## src/hw/rtl/pip_pkg.sv

```systemverilog
// Shared types and constants for the point-in-polygon crossing-number block.
// Used by the front, back, transform, top-level and testbench files; depends on nothing.
`timescale 1ns / 1ps
`default_nettype none

package pip_pkg;

  localparam int COORD_W    = 24;
  localparam int ROT_W      = 16;
  localparam int COUNT_W    = 5;
  localparam int SLOT_W     = 4;
  localparam int CFG_IDX_W  = 3;
  localparam int CFG_DATA_W = 24;
  localparam int FRAC_W     = 14;
  localparam int PROD_W     = COORD_W + ROT_W;
  localparam int SUM_W      = PROD_W + 1;
  localparam int RND_W      = SUM_W - FRAC_W;
  localparam int OFS_W      = RND_W + 1;
  localparam int DIFF_W     = COORD_W + 1;
  localparam int CROSS_W    = 2 * DIFF_W;
  localparam int MIN_VERTICES = 3;

  localparam int QUEUE_DEPTH = 2;
  localparam int QPTR_W      = 1;
  localparam int QCNT_W      = 2;

  typedef logic signed [COORD_W-1:0] coord_t;
  typedef logic signed [ROT_W-1:0]   rot_t;

  localparam coord_t COORD_MAX = 24'sh7FFFFF;
  localparam coord_t COORD_MIN = 24'sh800000;
  localparam rot_t   ROT_ONE   = 16'sd16384;
  localparam logic signed [SUM_W-1:0] ROUND_HALF = SUM_W'(1) << (FRAC_W - 1);

  typedef enum logic [CFG_IDX_W-1:0] {
    REG_SHAPE_ENABLED = 3'd0,
    REG_VERTEX_COUNT  = 3'd1,
    REG_COS_ROT       = 3'd2,
    REG_SIN_ROT       = 3'd3,
    REG_CENTER_X      = 3'd4,
    REG_CENTER_Y      = 3'd5
  } cfg_reg_t;

  typedef enum logic [1:0] {
    ST_IDLE,
    ST_WALK,
    ST_DRAIN,
    ST_EMIT
  } state_t;

  typedef struct packed {
    logic               shape_enabled;
    logic [COUNT_W-1:0] vertex_count;
    rot_t               cos_rot;
    rot_t               sin_rot;
    coord_t             center_x;
    coord_t             center_y;
  } cfg_t;

  localparam cfg_t CFG_RESET = '{
    shape_enabled: 1'b1,
    vertex_count:  '0,
    cos_rot:       ROT_ONE,
    sin_rot:       '0,
    center_x:      '0,
    center_y:      '0
  };

  typedef struct packed {
    logic              query;
    logic              wr_en;
    logic [SLOT_W-1:0] slot;
    coord_t            x;
    coord_t            y;
  } item_t;

  typedef struct packed {
    logic valid;
    logic link;
  } tag_t;

endpackage

`default_nettype wire

```

## src/hw/rtl/pip_front.sv

```systemverilog
// Front end: accepts input beats, classifies them as vertex loads or queries
// and holds them in a two-entry queue for the back end. Depends on pip_pkg.
`timescale 1ns / 1ps
`default_nettype none

module pip_front #(
  parameter int MAX_VERTICES = 16
) (
  input  logic                          clk,
  input  logic                          rst,
  input  logic                          in_valid,
  output logic                          in_stall,
  input  logic                          kind,
  input  logic [pip_pkg::SLOT_W-1:0]    vertex_index,
  input  pip_pkg::coord_t               coord_x,
  input  pip_pkg::coord_t               coord_y,
  output logic                          q_valid,
  output pip_pkg::item_t                q_item,
  input  logic                          q_pop
);
  import pip_pkg::*;

  item_t             fifo_mem [QUEUE_DEPTH];
  item_t             item_in;
  logic [QPTR_W-1:0] wr_ptr;
  logic [QPTR_W-1:0] rd_ptr;
  logic [QCNT_W-1:0] fill;
  logic              push;
  logic              pop;

  assign in_stall = (fill == QCNT_W'(QUEUE_DEPTH));
  assign q_valid  = (fill != '0);
  assign q_item   = fifo_mem[rd_ptr];
  assign push     = in_valid && !in_stall;
  assign pop      = q_pop && q_valid;

  always_comb begin
    item_in.query = kind;
    item_in.wr_en = !kind && (32'(vertex_index) < MAX_VERTICES);
    item_in.slot  = vertex_index;
    item_in.x     = coord_x;
    item_in.y     = coord_y;
  end

  always_ff @(posedge clk) begin
    if (rst) begin
      wr_ptr <= '0;
      rd_ptr <= '0;
      fill   <= '0;
    end else begin
      if (push) begin
        wr_ptr <= wr_ptr + QPTR_W'(1);
      end
      if (pop) begin
        rd_ptr <= rd_ptr + QPTR_W'(1);
      end
      fill <= fill + QCNT_W'(push) - QCNT_W'(pop);
    end
  end

  always_ff @(posedge clk) begin
    if (push) begin
      fifo_mem[wr_ptr] <= item_in;
    end
  end

endmodule

`default_nettype wire

```

## config.mk

```make
export PLATFORM = sky130hd
export DESIGN_NAME = pip_front
export DESIGN_NICKNAME = d
export VERILOG_FILES = /design/src/hw/rtl/pip_pkg.sv /design/src/hw/rtl/pip_front.sv
export SDC_FILE = /design/constraint.sdc
export NUM_CORES = 1
export LEC_CHECK = 0
export BUFFER_PORTS_ARGS = -buffer_cell sky130_fd_sc_hd__buf_4
export CAP_MARGIN = 10
export CORE_MARGIN = 1
export CORE_UTILIZATION = 56
export CTS_CLUSTER_DIAMETER = 50
export CTS_CLUSTER_SIZE = 20
export DETAILED_ROUTE_END_ITERATION = 10
export PLACE_DENSITY_LB_ADDON = 0.05
export SLEW_MARGIN = 20
export SYNTH_ARGS = -nofsm -noshare
export SYNTH_HDL_FRONTEND = slang
export SYNTH_SLANG_ARGS = --single-unit
```

## constraint.sdc

```tcl
create_clock -name clk -period 6.2 [get_ports clk]
set_input_delay 0.93 -clock clk [delete_from_list [all_inputs] [get_ports clk]]
set_output_delay 0.93 -clock clk [all_outputs]
set_load 0.01 [all_outputs]
```

**After elaboration in Yosys (flattened, before gate mapping)**

Memory sizes are Yosys's and may differ from the RTL's. A register that Yosys moved wholly into a read port is not among the register bits.
Index checks and enable logic that the tools add are counted.

- Register bits after elaboration: 4
- Bits in writable memories: 108
- Output and inout bits: 56
- Memories kept: 1

Memory list:

| memory | depth | width | rd ports | clocked after Yosys merged registers in | wr ports | line | RTL |
|---|---|---|---|---|---|---|---|
| fifo_mem | 2 | 54 | 1 | 1 | 1 | pip_front.sv:23 | `item_t fifo_mem [QUEUE_DEPTH];` |

- Reductions and logical operators: 5
- Add/sub/neg operators: 4
- Equality and inequality tests: 1
- Muxes and demuxes: 4

Operator list:

| kind | number |
|---|---|
| 2-to-1 mux 1 bit | 4 |
| adder 1 bit (second input constant) | 2 |
| adder 2 x 1 -> 2 bit | 1 |
| == test 2 bit (second input constant) | 1 |
| logical AND 1 bit | 2 |
| zero test 1 bit | 2 |
| nonzero test 2 bit | 1 |
| subtractor 2 x 1 -> 2 bit | 1 |

**Depth between registers and ports, before layout**

- Depth in word-level cells: 5
- Mapped depth: 8
- Gate-level depth less buffers: 8

**Worst setup path before layout**

No wires, ideal clock.

- Kind: input to register
- Start: input in_valid
- End: memory fifo_mem[0][0] (netlist name), enable pin
- Cell stages on the path: 3
- Data required time: 5,792 ps
- Setup time: 408 ps
- Path slack: 3,409 ps
- Arrival time: 2,383 ps
- Buffers on the path: 0
- Path through: inv_1 or3_1 inv_1

- Cells in the longest elaborated chain, start to end: 3

RTL lines:

| what | line | RTL |
|---|---|---|
| from (decl) | pip_front.sv:11 | `input logic in_valid,` |
| logical AND 1 bit | pip_front.sv:34 | `assign push = in_valid && !in_stall;` |
| 2-to-1 mux 1 bit | pip_front.sv:62 | `if (push) begin` |
| 2-to-1 mux 1 bit (implied by the code) | pip_front.sv:63 | `fifo_mem[wr_ptr] <= item_in;` |
| to (decl) | pip_front.sv:23 |  |

No other way between the ends.

==> results.py <==
metrics = {
    "global_routing": {
        "grt_pass1_wl_um": 10090,
        "antenna_found_initial": 0,
        "grt_start_max_net_pins": 55,
        "grt.total_usage": 0.1852,
        "grt_pass1_vias": 2217,
        "grt_overflow": 0,
    },
    "power_and_ir_drop": {
        "clkPwrFrac": 0.358,
        "p_comb_frac": 0.239,
        "switchingPower_uw": 630.9,
        "p_per_area_nw_per_um2": 451.2,
        "pwr-share-seq": 0.403,
        "p_leak_uw": 0.002158,
        "intPower_uw": 1916,
        "ir_drop_mv": 0.3328,
        "swShare": 0.2477,
    },
    "final_layout": {
        "fill_cells": 361,
        "drive_gt1_frac": 0.6024,
        "layout.nets": 383,
        "fin_cells": 433,
        "final_core_util": 0.8130,
        "syn2layout_area_growth_pct": 36.56,
        "n_antenna_cell": 0,
    },
    "critical_path": {
        "start_kind": "register",
        "critPathSlowestCell": "dfxtp_2",
        "crit_type": "register to primary output",
        "path_cells": "buf_4 -> mux2_2 -> buf_4",
        "cp.arrival_ns": 2.20,
        "crit_required_ns": 5.27,
        "cp_max_fo": 32,
        "critical_path.most_common_cell": "buf_4",
        "max_stage_delay_ns": 0.66,
        "end_kind": "primary output",
    },
    "routing": {
        "wl_um": 6888,
        "drc_errors": 0,
        "wire_per_inst_um": 15.91,
        "route.vias.total": 2172,
        "viasPerCell": 5.016,
        "drt_iter0_drc": 122,
        "ant_nets": 0,
        "drtPass1Iterations": 4,
    },
    "floorplan": {
        "io_pins": 113,
        "rows": 30,
        "core_um2": 6944,
        "die_h_um": 87.92,
        "dieWidth_um": 87.92,
        "fp.dieArea_um2": 7730,
        "start_util": 0.5953,
    },
    "timing": {
        "clock_skew_ns": 0.006043,
        "hold_viol": 0,
        "fin_setup_tns_ns": 0,
        "whs_ns": 0.4837,
        "setup_viol_count_final": 0,
        "grt_setup_unrepaired": "false",
        "max_freq_ghz": 0.3196,
        "slew_headroom": 0.5274,
        "layout_min_cycle_time_ns": 3.129,
        "drv_slew": 0,
        "worst_slew_pin_slew_ns": 0.7090,
        "period_share": 0.5047,
    },
    "clock_network": {
        "cts_root_buffer": "clkbuf_8",
        "cts.sinks": 113,
        "tritoncts": "yes",
        "htree_levels": 4,
        "path_clk_slew_ns": 0.05,
        "insertion_delay_ns": 0.49,
        "cts_resized": 0,
        "cts_buffers": 17,
        "clockBufferDepth": 2,
        "hold_buffers": 0,
        "post-cts-setup-buffers": 0,
    },
    "yosys": {
        "synth_ff_type": "edfxtp_1",
        "async_flop_share": 0,
        "yosysMostFrequentCell": "edfxtp_1",
        "synthTopCellsByArea": "edfxtp_1, mux2_2, dfxtp_1, buf_4, ha_1",
        "synth_top_cell_by_area": "edfxtp_1",
        "synth_edf_count": 108,
        "synth_top_area_frac": 0.7845,
        "syn_inst": 196,
        "avgSynthCellArea_um2": 21.09,
        "seq_area_frac_synth": 0.8087,
        "ys_ff_latch": 113,
        "syn-cell-area_um2": 4134,
        "yosysWarnings": 0,
        "synth_fp_nets": 255,
        "synth_common_cells": "edfxtp_1, mux2_2, buf_4, dfxtp_1, inv_1",
        "ys_types": 22,
    },
    "hold_path": {
        "hold_class": "register to register",
    },
    "placed_design": {
        "port_buffers": 112,
        "dp_cells": 401,
        "gp_congestion": 0.7305,
    },
    "flow_run": {
        "drv_cap": 0,
    },
    "status": {
        "status": "finished clean",
    },
}
[worst max-delay path, delay by kind of cell, from the launching register on]
family                 cells  cell delay [ns]
DFF                        1             0.66
buffers and inverters      2             0.63
muxes                      1             0.41
[state kept, by name, indices dropped and copies added, names as in the netlist, named ones only]
name and count:
fifo_mem 108, fill 2, rd_ptr 1, wr_ptr 1
[final timing paths]
kind         cells after the start              end  slack, ns     start
min reg2reg                      2           wr_ptr       0.48    wr_ptr
max reg2reg                      5  fifo_mem[0][36]       4.28   fill[0]
min                              2           wr_ptr       0.48    wr_ptr
max                              3       q_item[36]       3.07  register
[metal layers]
metal	GRT usage	vias to the layer above	share of wire
li1	-	1019	-
met5	0	-	0
met2	0.3150	79	0.52
met4	0.08048	0	0.0062
met1	0.2104	1070	0.41
met3	0.06880	4	0.060
[layout make-up]
type / count / area, um2 / share of cell area
sequential: 113 / 3344 / 0.5924
clock inverter: 11 / 140.1 / 0.02482
clock buffer: 21 / 429.2 / 0.07602
tap: 96 / 120.1 / 0.02128
timing repair buffer: 115 / 863.3 / 0.1529
inverter: 5 / 18.77 / 0.003324
multi-input combinational: 72 / 729.5 / 0.1292
[logic make-up after synthesis]
logic type | count (synthesis) | synth area share
buffers and inverters | 11 | 0.01483
XOR/XNOR | 2 | 0.004238
adder cells (fa/ha/maj) | 2 | 0.006052
flip-flops | 113 | 0.8087
multiplexers | 54 | 0.1471
AO/OA/AOI/OAI | 3 | 0.004236
AND/OR/NAND/NOR | 11 | 0.01483
[power groups by stage]
stage | Combinational [uW] | Clock, uW | Sequential (uW)
final | 608 | 912 | 1030
after global routing | 653 | 962 | 1040
after CTS | 618 | 922 | 1030
after detailed placement | 612 | 0 | 1040
after global placement | 607 | 0 | 1040
after floorplan | 365 | 0 | 1010
[layout by cell type (no fill, tap or decap), types with 4 or more instances in the layout]
cell type,count
buf_4,115
edfxtp_1,108
mux2_2,54
clkbuf_16,16
clkinvlp_4,4
clkinv_2,4
clkbuf_1,4
dfxtp_1,4
[metrics by stage]
| stage | power (uW) | cell area (um2) | setup WS (ns) |
|---|---|---|---|
| finish | 2547 | 5645 | 3.071 |
| global route | 2655 | 5645 | 2.930 |
| CTS | 2569 | 5645 | 3.019 |
| detailed placement | 1654 | 5076 | 3.559 |
| global placement | 1643 | 5076 | 3.547 |
| floorplan | 1377 | 4134 | 3.409 |
Power figures use the tool's default switching activity.
